`config.mk`:
```
export PLATFORM = sky130hd
export DESIGN_NAME = stream_find_replace
export DESIGN_NICKNAME = d
export VERILOG_FILES = /design/src/rtl/sfr_pkg.sv /design/src/rtl/sfr_cell.sv /design/src/rtl/sfr_outq.sv /design/src/rtl/stream_find_replace.sv
export SDC_FILE = /design/constraint.sdc
export NUM_CORES = 1
export LEC_CHECK = 0
export ABC_AREA = 0
export BUFFER_PORTS_ARGS = -buffer_cell sky130_fd_sc_hd__buf_2
export CELL_PAD_IN_SITES_DETAIL_PLACEMENT = 0
export CELL_PAD_IN_SITES_GLOBAL_PLACEMENT = 1
export CORE_MARGIN = 3
export CORE_UTILIZATION = 27
export DETAILED_ROUTE_END_ITERATION = 6
export PLACE_DENSITY = 0.61
export SKIP_CTS_REPAIR_TIMING = 1
export SLEW_MARGIN = 5
export SYNTH_ARGS = -nofsm -noshare
export SYNTH_HDL_FRONTEND = slang
export SYNTH_SLANG_ARGS = --single-unit
```
`constraint.sdc`:
```
create_clock -name i_clk -period 13.3 [get_ports i_clk]
set_input_delay 1.33 -clock i_clk [delete_from_list [all_inputs] [get_ports i_clk]]
set_output_delay 1.33 -clock i_clk [all_outputs]
set_load 0.05 [all_outputs]
```
`src/rtl/sfr_pkg.sv`:
```
// Shared types and constants for the stream find-and-replace block.
// Used by sfr_cell, sfr_outq and stream_find_replace; depends on nothing.
package sfr_pkg;

    localparam int PATTERN_MAX = 8;
    localparam int REPLACE_MAX = 8;
    localparam int BYTE_W      = 8;
    localparam int WIN_W       = PATTERN_MAX * BYTE_W;
    localparam int REP_W       = 64;
    localparam int BURST_MAX   = (PATTERN_MAX > REPLACE_MAX) ? PATTERN_MAX : REPLACE_MAX;
    localparam int BURST_W     = BURST_MAX * BYTE_W;
    localparam int LEN_W       = 4;
    localparam int CFG_W       = 64;
    localparam int CFG_IDX_W   = 2;

    localparam logic [CFG_IDX_W-1:0] CFG_MATCH_PATTERN   = 2'd0;
    localparam logic [CFG_IDX_W-1:0] CFG_MATCH_LENGTH    = 2'd1;
    localparam logic [CFG_IDX_W-1:0] CFG_REPLACE_PATTERN = 2'd2;
    localparam logic [CFG_IDX_W-1:0] CFG_REPLACE_LENGTH  = 2'd3;

    // Broadcast control for the window cells
    typedef struct packed {
        logic              load;
        logic              shift;
        logic [BYTE_W-1:0] data;
    } t_cell_ctl;

    // All results caused by one item; byte 0 goes out first
    typedef struct packed {
        logic [BURST_W-1:0] bytes;
        logic [LEN_W-1:0]   cnt;
        logic               mark;   // end marker without a byte
        logic               eos;    // last result carries the end flag
    } t_burst;

endpackage

```
`src/rtl/sfr_cell.sv`:
```
// One window position: holds a byte, shows it with the incoming byte merged in,
// compares it with its pattern byte and shifts toward the oldest end. Uses sfr_pkg.
module sfr_cell import sfr_pkg::*; (
    input  logic              i_clk,
    input  t_cell_ctl         i_ctl,
    input  logic              i_sel_new,
    input  logic              i_care,
    input  logic [BYTE_W-1:0] i_pat,
    input  logic [BYTE_W-1:0] i_next_v,
    output logic [BYTE_W-1:0] o_v,
    output logic              o_hit
);

    logic [BYTE_W-1:0] r_byte;

    assign o_v   = i_sel_new ? i_ctl.data : r_byte;
    assign o_hit = !i_care || (o_v == i_pat);

    always_ff @(posedge i_clk) begin
        if (i_ctl.shift) begin
            r_byte <= i_next_v;
        end else if (i_ctl.load) begin
            r_byte <= o_v;
        end
    end

endmodule

```
`src/rtl/sfr_outq.sv`:
```
// Two-slot result queue: slot A drains one byte per cycle while the
// output is ready, slot B holds the next item's results. Uses sfr_pkg.
module sfr_outq import sfr_pkg::*; (
    input  logic              i_clk,
    input  logic              i_rst_n,
    input  logic              i_push,
    input  t_burst            i_item,
    output logic              o_ready,
    output logic              o_out_valid,
    input  logic              i_out_ready,
    output logic [BYTE_W-1:0] o_out_byte,
    output logic              o_out_present,
    output logic              o_out_end
);

    t_burst r_a, n_a, r_b, n_b;
    logic   r_a_vld, n_a_vld, r_b_vld, n_b_vld;
    logic   a_pop, a_last, a_free;

    assign o_ready       = !r_b_vld;
    assign a_pop         = r_a_vld && i_out_ready;
    assign a_last        = a_pop && (r_a.cnt == LEN_W'(1));
    assign a_free        = !r_a_vld || a_last;

    assign o_out_valid   = r_a_vld;
    assign o_out_byte    = r_a.bytes[BYTE_W-1:0];
    assign o_out_present = !r_a.mark;
    assign o_out_end     = r_a.eos && (r_a.cnt == LEN_W'(1));

    always_comb begin
        n_a     = r_a;
        n_b     = r_b;
        n_a_vld = r_a_vld;
        n_b_vld = r_b_vld;
        if (a_pop && !a_last) begin
            n_a.bytes = {{BYTE_W{1'b0}}, r_a.bytes[BURST_W-1:BYTE_W]};
            n_a.cnt   = r_a.cnt - LEN_W'(1);
        end
        if (a_free) begin
            if (r_b_vld) begin
                n_a     = r_b;
                n_a_vld = 1'b1;
                n_b     = i_item;
                n_b_vld = i_push;
            end else begin
                n_a     = i_item;
                n_a_vld = i_push;
            end
        end else if (i_push) begin
            n_b     = i_item;
            n_b_vld = 1'b1;
        end
    end

    always_ff @(posedge i_clk) begin
        if (!i_rst_n) begin
            r_a_vld <= 1'b0;
            r_b_vld <= 1'b0;
        end else begin
            r_a_vld <= n_a_vld;
            r_b_vld <= n_b_vld;
        end
    end

    always_ff @(posedge i_clk) begin
        r_a <= n_a;
        r_b <= n_b;
    end

    a_b_needs_a: assert property (@(posedge i_clk) disable iff (!i_rst_n)
        r_b_vld |-> r_a_vld)
        else $error("waiting slot full while draining slot empty");

    a_cnt_live: assert property (@(posedge i_clk) disable iff (!i_rst_n)
        r_a_vld |-> (r_a.cnt != '0))
        else $error("draining slot valid with no results left");

    a_mark_alone: assert property (@(posedge i_clk) disable iff (!i_rst_n)
        (r_a_vld && r_a.mark) |-> (r_a.eos && r_a.cnt == LEN_W'(1)))
        else $error("end marker not a lone final result");

    a_refill: assert property (@(posedge i_clk) disable iff (!i_rst_n)
        (a_last && r_b_vld) |=> r_a_vld)
        else $error("waiting item not moved up");

endmodule

```
`src/rtl/stream_find_replace.sv`:
```
// Streaming find-and-replace: top level with the window cell row and result queue.
// Depends on sfr_pkg, sfr_cell and sfr_outq.
//
// Takes one byte item per cycle and rewrites every leftmost, non-overlapping
// occurrence of the configured pattern (up to 8 bytes) with the replacement
// (0 to 8 bytes). Each item is decided in the cycle it is accepted, against a
// row of 8 window cells that compare in parallel and shift toward the oldest
// byte. Its results go into a two-slot queue that sends one result per cycle while
// the output is ready, so a stream of items with at most one result each runs at
// one item per cycle; an item with more results (replacement or end-of-string
// flush) sends them in turn, and the input stalls once both queue slots hold work.
// The user must write registers only while the block is idle; it does not enforce
// this; a pattern length write empties the window. No clearing pass after reset.
module stream_find_replace import sfr_pkg::*; (
    input  logic                 i_clk,
    input  logic                 i_rst_n,
    input  logic                 i_in_valid,
    output logic                 o_in_ready,
    input  logic [BYTE_W-1:0]    i_data_byte,
    input  logic                 i_byte_present,
    input  logic                 i_string_end,
    output logic                 o_out_valid,
    input  logic                 i_out_ready,
    output logic [BYTE_W-1:0]    o_out_byte,
    output logic                 o_out_present,
    output logic                 o_out_end,
    input  logic                 i_cfg_we,
    input  logic [CFG_IDX_W-1:0] i_cfg_index,
    input  logic [CFG_W-1:0]     i_cfg_data
);

    logic [WIN_W-1:0] r_pat;
    logic [LEN_W-1:0] r_mlen;
    logic [REP_W-1:0] r_rep;
    logic [LEN_W-1:0] r_rlen;
    logic [LEN_W-1:0] r_fill, n_fill;

    logic [LEN_W-1:0] m_eff, rlen_eff, fill_p;
    logic             accept, active, full, hit;
    t_cell_ctl        ctl;
    t_burst           burst;
    logic             push, q_ready;

    logic [BYTE_W-1:0]      v    [PATTERN_MAX];
    logic [BYTE_W-1:0]      nxt  [PATTERN_MAX];
    logic [PATTERN_MAX-1:0] hits;
    logic [WIN_W-1:0]       win_v;

    assign m_eff    = (r_mlen > LEN_W'(PATTERN_MAX)) ? LEN_W'(PATTERN_MAX) : r_mlen;
    assign rlen_eff = (r_rlen > LEN_W'(REPLACE_MAX)) ? LEN_W'(REPLACE_MAX) : r_rlen;
    assign accept = i_in_valid && o_in_ready;
    assign active = (m_eff != '0);
    assign fill_p = r_fill + LEN_W'(i_byte_present);
    assign full   = i_byte_present && (fill_p == m_eff);
    assign hit    = &hits;

    assign ctl.data  = i_data_byte;
    assign ctl.load  = accept && active && i_byte_present;
    assign ctl.shift = accept && active && full && !hit;

    for (genvar g = 0; g < PATTERN_MAX; g++) begin : g_cell
        if (g == PATTERN_MAX - 1) begin : g_tail
            assign nxt[g] = '0;
        end else begin : g_link
            assign nxt[g] = v[g+1];
        end
        assign win_v[g*BYTE_W +: BYTE_W] = v[g];

        sfr_cell u_cell (
            .i_clk     (i_clk),
            .i_ctl     (ctl),
            .i_sel_new (i_byte_present && (r_fill == LEN_W'(g))),
            .i_care    (LEN_W'(g) < m_eff),
            .i_pat     (r_pat[g*BYTE_W +: BYTE_W]),
            .i_next_v  (nxt[g]),
            .o_v       (v[g]),
            .o_hit     (hits[g])
        );
    end

    // Results of the current item
    always_comb begin
        burst.bytes = BURST_W'(win_v);
        burst.mark  = 1'b0;
        burst.eos   = i_string_end;
        if (!active) begin
            burst.bytes = BURST_W'(i_data_byte);
            burst.cnt   = LEN_W'(i_byte_present);
        end else if (full && hit) begin
            burst.bytes = BURST_W'(r_rep);
            burst.cnt   = rlen_eff;
        end else if (full) begin
            // oldest byte out; on end the rest of the window follows it
            burst.cnt = i_string_end ? m_eff : LEN_W'(1);
        end else begin
            burst.cnt = i_string_end ? fill_p : '0;
        end
        if (i_string_end && burst.cnt == '0) begin
            burst.bytes = '0;
            burst.cnt   = LEN_W'(1);
            burst.mark  = 1'b1;
        end
    end

    assign push       = accept && (burst.cnt != '0);
    assign o_in_ready = q_ready;

    always_comb begin
        n_fill = r_fill;
        if (i_cfg_we && i_cfg_index == CFG_MATCH_LENGTH) begin
            n_fill = '0;
        end else if (accept && active) begin
            if (i_string_end || (full && hit)) begin
                n_fill = '0;
            end else if (!full) begin
                n_fill = fill_p;
            end
        end
    end

    always_ff @(posedge i_clk) begin
        if (!i_rst_n) begin
            r_pat  <= '0;
            r_mlen <= '0;
            r_rep  <= '0;
            r_rlen <= '0;
            r_fill <= '0;
        end else begin
            r_fill <= n_fill;
            if (i_cfg_we) begin
                case (i_cfg_index)
                    CFG_MATCH_PATTERN:   r_pat  <= WIN_W'(i_cfg_data);
                    CFG_MATCH_LENGTH:    r_mlen <= i_cfg_data[LEN_W-1:0];
                    CFG_REPLACE_PATTERN: r_rep  <= i_cfg_data[REP_W-1:0];
                    CFG_REPLACE_LENGTH:  r_rlen <= i_cfg_data[LEN_W-1:0];
                    default: ;
                endcase
            end
        end
    end

    sfr_outq u_outq (
        .i_clk         (i_clk),
        .i_rst_n       (i_rst_n),
        .i_push        (push),
        .i_item        (burst),
        .o_ready       (q_ready),
        .o_out_valid   (o_out_valid),
        .i_out_ready   (i_out_ready),
        .o_out_byte    (o_out_byte),
        .o_out_present (o_out_present),
        .o_out_end     (o_out_end)
    );

endmodule
```
==> implementation parameters, run 1 <==
Parameter                              Value

Global route
  Total overflow reported by the global router    0
  Antenna violations before repair    4
  Maximum number of pins on one net before global-route repair    78
  Met1 Resource Use GR    0.266
  Met2 track demand over resource    0.281
  Most Used Layer, Global Route    met2
  Via count of the first global-routing pass    14400
  Global-route wire length before repair    94600 um
  Met3 Resource Use GR    0.0310
  Total GRT Usage    0.183

STA
  Fmax    157 MHz
  Minimum setup slack in the final design    6.92 ns
  Tightest hold margin    0.466 ns
  Setup Skew    0.0282 ns
  RSZ-0062 raised after global routing    no
  Minimum period implied by the final worst setup slack    6.38 ns
  Pin slew with the least headroom to its limit    1.11 ns
  Post-route setup TNS    0 ns
  Count of endpoints failing setup in the final report    0
  Remaining max-slew budget at the tightest pin    0.258
  Share of the clock period used by the worst path after layout    0.480
  Final number of max-transition violations    0
  Final hold violation count    0

Power and ir drop
  Pwr per Cell Area    137 nW/um^2
  Internal power    1.98 mW
  Switching power total    755 uW
  Leakage component of the power    7.25 nW
  Combinational fraction of design power    0.129
  Proportion of power drawn by the clock network    0.407
  Peak supply drop    0.0730 mV
  Switching power share of the total    0.276
  Part of the power in registers    0.464

Yosys
  Synth Instances    1946
  Synth Area in Compound Gates    0.219
  Synth Area in Simple Gates    0.171
  Main combinational cell family by area after synthesis    compound AO/OA/AOI/OAI gates
  Per-instance average area after synthesis    9.02 sq um
  Async set-or-reset flop fraction in the synthesized netlist    0
  Sequential fraction of the synthesis area    0.506
  Fraction of synthesized cell area in xor and xnor cells    0.0160
  Flip-flop and latch count after synthesis    346
  Portion of netlist area occupied by mux cells    0.0331
  Post-synth design cell area    17600 sq um
  Dominant register cell in the synthesized netlist    sky130_fd_sc_hd__edfxtp_1
  Warnings from Yosys    0
  Number of distinct library cell variants in the gate-level netlist after synthesis    75
  Post-synth EDFFs    196
  Adder-cell share of the synthesized area    0.00285
  Net count after synthesis    2031

Floorplan
  Die height    261 um
  Floorplan die width    261 um
  Row Count    92
  Floorplan Core Area    63700 sq um
  Number of top-level pins    93
  Starting density of the core    0.276
  Total die area    68100 sq um

Drt
  Count of vias placed by the detailed router    15100
  Via density    5.33
  Post-DRT Antenna Nets    0
  Iteration-0 DRC Markers    1705
  Total routed wirelength    64000 um
  Number of search-and-repair iterations in the first detailed-routing pass    7
  Detailed-route DRC error count    1
  Average routed wire per standard cell    22.6 um

CTS
  Clock Root Buffer    sky130_fd_sc_hd__clkbuf_16
  Number of buffers on the longest clock path    3
  Worst skew pair latency    0.57 ns
  Number of CTS-inserted buffers    42
  Clock transition at the registers of the reported paths    0.06 ns
  Number of clock sinks    346
  Htree depth    2
  Clock tree from TritonCTS    done

Place
  Pre-CTS WS    6.47 ns
  Final weighted congestion in routability-driven placement    0.891
  Post-DP HPWL    43800 um
  Cell area after placement    18600 sq um
  Number of buffers inserted by port buffering    92
  Cell total after placement    2755

Critical path
  Worst Path Max Fanout    59
  Worst Path Class, Setup    in -> reg
  Cell with the largest stage delay on the worst path    sky130_fd_sc_hd__a2111oi_0
  Capturing element type of the critical path    register
  Sequence of cells on the critical path    buf_2 > inv_1 > a221oi_1 > mux2i_1 > a2111oi_0 > a32oi_1 > nor3_1 > and3_1 > nand3_4 > mux2_4 > o31ai_4 > buf_4 > nor2_1
  Slowest Stage Delay on Critical Path    0.61 ns
  Arrival time at the worst endpoint    6.66 ns
  Required arrival time at the worst endpoint    13.58 ns
  Worst-case register-to-register setup slack    7.40 ns
  Worst reg-to-reg path cell count    12
  Nature of the critical path startpoint    input port

Final layout
  Post-route cell area    19900 sq um
  Most frequent standard cell in the layout excluding fill and tap cells    sky130_fd_sc_hd__nand2_1
  Register area    8890 sq um
  Area delta synth->final    13.6%
  Number of nets in the layout    2038
  Leading cell types in the layout, fill and taps excluded    sky130_fd_sc_hd__nand2_1 (354), sky130_fd_sc_hd__nor2_1 (204), sky130_fd_sc_hd__edfxtp_1 (196), sky130_fd_sc_hd__dfxtp_1 (149), sky130_fd_sc_hd__o22ai_1 (130)
  Fillers    6662
  Area taken by multi-input logic gates    7800 sq um
  Share of post-route cells with drive strength above 1    0.110
  Finished Layout Cells    2833

Worst hold path
  Worst hold path depth    2
  Worst min-delay path category    reg -> reg

Run status
  Violations in the final reports    DRC
  Outcome    finished, violations left

Job
  Number of maximum-capacitance constraint violations    0
-- worst paths after layout --
check	from	endpoint
max reg2reg	r_fill[1]$_SDFFE_PP0P_	u_outq.r_b[40]$_DFFE_PP_
min	r_rep[63]$_SDFFE_PN0P_	r_rep[63]$_SDFFE_PN0P_
min reg2reg	r_rep[63]$_SDFFE_PN0P_	r_rep[63]$_SDFFE_PN0P_
max	i_data_byte[2]	u_outq.r_b[40]$_DFFE_PP_
-- power groups by stage --
stage | registers (mW) | logic (mW) | clock network [mW]
after floorplan | 1.27 | 0.245 | 0
after global placement | 1.29 | 0.349 | 0
after detailed placement | 1.29 | 0.354 | 0
after CTS | 1.27 | 0.355 | 1.14
after global routing | 1.28 | 0.386 | 1.17
final | 1.27 | 0.354 | 1.11
-- state kept, by name (all words and copies together), names as in the netlist --
register / flops
u_outq.r_b: 70
g_cell.u_cell.r_byte: 64
r_pat: 64
r_rep: 64
u_outq.r_a: 62
u_outq.o_out_byte: 8
r_fill: 4
r_mlen: 4
r_rlen: 4
u_outq.o_out_valid: 1
u_outq.r_b_vld: 1
-- critical path: cells and delay by family --
kind            cells  cell delay (ns)
mux                 2             0.71
simple gates        4             1.33
compound gates      4             1.69
buf+inv             3             1.51
-- metrics by stage --
step           total power, mW   util
6_report                  2.74  0.313
3_3_place_gp              1.64  0.292
5_1_grt                   2.84  0.313
2_1_floorplan             1.52      -
4_1_cts                   2.76  0.313
3_5_place_dp              1.65  0.292
-- routing by layer --
metal	wire length (um)	vias up
li1	-	6965
met1	29700	7443
met2	28200	567
met3	4560	110
met4	1490	6
met5	31	-
-- cell usage after synthesis (all sizes together), types with 35 or more instances --
cell	count	share of area
o22ai	130	0.046
o21ai	102	0.029
a21boi	129	0.055
mux2i	52	0.030
edfxtp	196	0.34
nand3	35	0.011
buf	44	0.017
nor2	209	0.046
clkbuf	104	0.022
dfxtp	150	0.17
nand2	354	0.076
a21oi	129	0.037
inv	62	0.013
-- area by class of cell --
class,instances,area share
clock buffers,64,0.0630
inverters,64,0.0121
flip-flops and latches,346,0.446
clock inverters,13,0.00402
multi-input cells,1388,0.391
repair buffers,111,0.0304
diodes,1,0.000126
well taps,846,0.0531
-- cells by family (layout without fill, tap and decap cells) --
group,Yosys count,after routing
buf+inv,212,252
simple gates,702,702
compound gates,593,593
other cells,0,1
fa+ha+maj,4,4
mux,57,57
flops,346,346
xor+xnor,32,32
Power figures use the tool's default switching activity.
==> run 2: changes to the inputs <==
PLACE_DENSITY = 0.63   (was 0.61)
clock period = 5.2 ns   (was 13.3 ns; I/O delays follow)
==> implementation parameters, run 2 (synthesized netlist as in run 1, its figures left out) <==
Parameter                              Value

STA
  Pin slew with the least headroom to its limit    1.19 ns (+0.0788 ns)
  Final hold violation count    0 (unchanged)
  Minimum period implied by the final worst setup slack    4.77 ns
  Share of the clock period used by the worst path after layout    0.917
  Minimum setup slack in the final design    0.433 ns (-6.49 ns)
  Remaining max-slew budget at the tightest pin    0.206 (-0.0517)
  Post-route setup TNS    0 ns (unchanged)
  Fmax    210 MHz
  Final number of max-transition violations    0 (unchanged)
  Count of endpoints failing setup in the final report    0 (unchanged)
  RSZ-0062 raised after global routing    no
  Setup Skew    0.0291 ns (+0.000886 ns)

Drt
  Number of search-and-repair iterations in the first detailed-routing pass    6 (-1)
  Via density    5.31 (-0.41%)
  Iteration-0 DRC Markers    1679 (-1.5%)
  Total routed wirelength    64800 um (+1.2%)
  Detailed-route DRC error count    0 (-1)
  Average routed wire per standard cell    22.6 um (-0.23%)
  Post-DRT Antenna Nets    0 (unchanged)
  Count of vias placed by the detailed router    15200 (+1.0%)

Critical path
  Nature of the critical path startpoint    register
  Worst-case register-to-register setup slack    0.43 ns (-6.97 ns)
  Arrival time at the worst endpoint    5.06 ns (-1.60 ns)
  Cell with the largest stage delay on the worst path    sky130_fd_sc_hd__dfxtp_1
  Capturing element type of the critical path    register
  Worst Path Max Fanout    56 (-5.1%)
  Slowest Stage Delay on Critical Path    0.62 ns (about the same)
  Required arrival time at the worst endpoint    5.49 ns (-8.09 ns)
  Worst Path Class, Setup    reg -> reg
  Sequence of cells on the critical path    or3b_1 > nor2_1 > a2111oi_0 > a31oi_1 > o31a_1 > nor3_1 > and3_1 > nand3_4 > mux2_4 > o311ai_4 > buf_12 > o22ai_1

Floorplan
  Starting density of the core    0.276 (unchanged)
  Floorplan die width    261 um (unchanged)
  Row Count    92 (unchanged)
  Die height    261 um (unchanged)
  Floorplan Core Area    63700 sq um (unchanged)
  Total die area    68100 sq um (unchanged)
  Number of top-level pins    93 (unchanged)

Power and ir drop
  Leakage component of the power    7.45 nW (+2.7%)
  Pwr per Cell Area    342 nW/um^2 (+150%)
  Peak supply drop    0.218 mV (+200%)

Final layout
  Most frequent standard cell in the layout excluding fill and tap cells    sky130_fd_sc_hd__nand2_1
  Largest register FFs    70 (unchanged)
  Leading cell types in the layout, fill and taps excluded    sky130_fd_sc_hd__nand2_1 (354), sky130_fd_sc_hd__nor2_1 (204), sky130_fd_sc_hd__edfxtp_1 (196), sky130_fd_sc_hd__dfxtp_1 (149), sky130_fd_sc_hd__o22ai_1 (130)
  Register name with the most flops    u_outq.r_b
  Share of post-route cells with drive strength above 1    0.125 (+0.0150)
  Ant. Diodes    0 (-1)
  Area delta synth->final    15.4%
  Number of nets in the layout    2082 (+2.2%)

Run status
  Outcome    complete, no violations

Global route
  Antenna violations before repair    4 (unchanged)
  Total GRT Usage    0.185 (+0.00176)
  Global-route wire length before repair    95200 um (+0.66%)
  Total overflow reported by the global router    0 (unchanged)
  Via count of the first global-routing pass    14400 (+0.27%)
  Maximum number of pins on one net before global-route repair    74 (-5.1%)

CTS
  Clock tree from TritonCTS    done
  Clock Root Buffer    sky130_fd_sc_hd__clkbuf_16
  Number of buffers on the longest clock path    3 (unchanged)
  Worst skew pair latency    0.58 ns (about the same)
  Number of clock sinks    346 (unchanged)
  Clock transition at the registers of the reported paths    0.06 ns (about the same)
  Htree depth    2 (unchanged)
  Number of CTS-inserted buffers    40 (-4.8%)

Place
  Post-DP HPWL    45600 um (+4.1%)
  Pre-CTS WS    0.424 ns (-6.05 ns)
  Final weighted congestion in routability-driven placement    0.909 (+2.0%)
  Number of buffers inserted by port buffering    92 (unchanged)

Job
  Number of maximum-capacitance constraint violations    0 (unchanged)

Worst hold path
  Worst min-delay path category    in -> reg
==> run 2: cell types whose count changed in the layout (fill, tap and decap cells not counted), moves of 2 or more <==
cell,delta
sky130_fd_sc_hd__clkinv_8,+3
sky130_fd_sc_hd__clkbuf_8,-6
sky130_fd_sc_hd__clkinv_1,+5
sky130_fd_sc_hd__clkbuf_1,+2
sky130_fd_sc_hd__clkbuf_4,-3
sky130_fd_sc_hd__buf_12,+5
sky130_fd_sc_hd__clkinvlp_4,-2
sky130_fd_sc_hd__clkbuf_16,-2
sky130_fd_sc_hd__buf_4,+41
==> run 2: metrics by stage <==
step	util	instances	hold slack, ns	total power, mW	instance area [sq um]
final	0.318	2874	0.203	6.93	20300
after global routing	0.318	2874	0.201	7.19	20300
after CTS	0.318	2874	0.171	7.00	20300
after detailed placement	0.299	2801	0.465	4.25	19000
after global placement	0.299	2801	0.457	4.24	19000
after floorplan	-	1946	0.440	3.88	17600
==> run 2: worst paths after layout <==
path                          startpoint                  endpoint  cells past startpoint
setup reg to reg  r_fill[2]$_SDFFE_PP0P_  u_outq.r_a[60]$_DFFE_PP_                     12
hold reg to reg   r_rep[59]$_SDFFE_PN0P_    r_rep[59]$_SDFFE_PN0P_                      2
hold / removal            i_cfg_data[10]    r_rep[10]$_SDFFE_PN0P_                      3
setup / recovery  r_fill[2]$_SDFFE_PP0P_  u_outq.r_a[60]$_DFFE_PP_                     12
==> run 2: area by class of cell <==
class                   instances  area, sq um
clock inverters                18          148
multi-input cells            1388         7800
fillers                      6635        43400
flip-flops and latches        346         8890
clock buffers                  55         1110
well taps                     846         1060
repair buffers                157         1010
inverters                      64          240
==> run 2: power by group <==
part	internal [mW]	switching [mW]
logic	0.298	0.654
registers	3.13	0.115
clock network	1.55	1.17
total	4.98	1.94
==> run 2: metal layers <==
metal	wire length, um	track usage	part of all wire	up-vias
met4	1670	0.0531	0.026	2
met1	29600	0.271	0.46	7377
met5	13	0	0.00020	-
li1	-	-	-	7066
met3	5530	0.0333	0.085	114
met2	27900	0.279	0.43	688
==> run 2: worst max-delay path, delay by kind of cell (launching register included) <==
family | cells | cell delay [ns]
AO/OA/AOI/OAI | 5 | 1.36
buffers and inverters | 1 | 0.31
flip-flops | 1 | 0.62
multiplexers | 1 | 0.45
AND/OR/NAND/NOR | 5 | 1.72
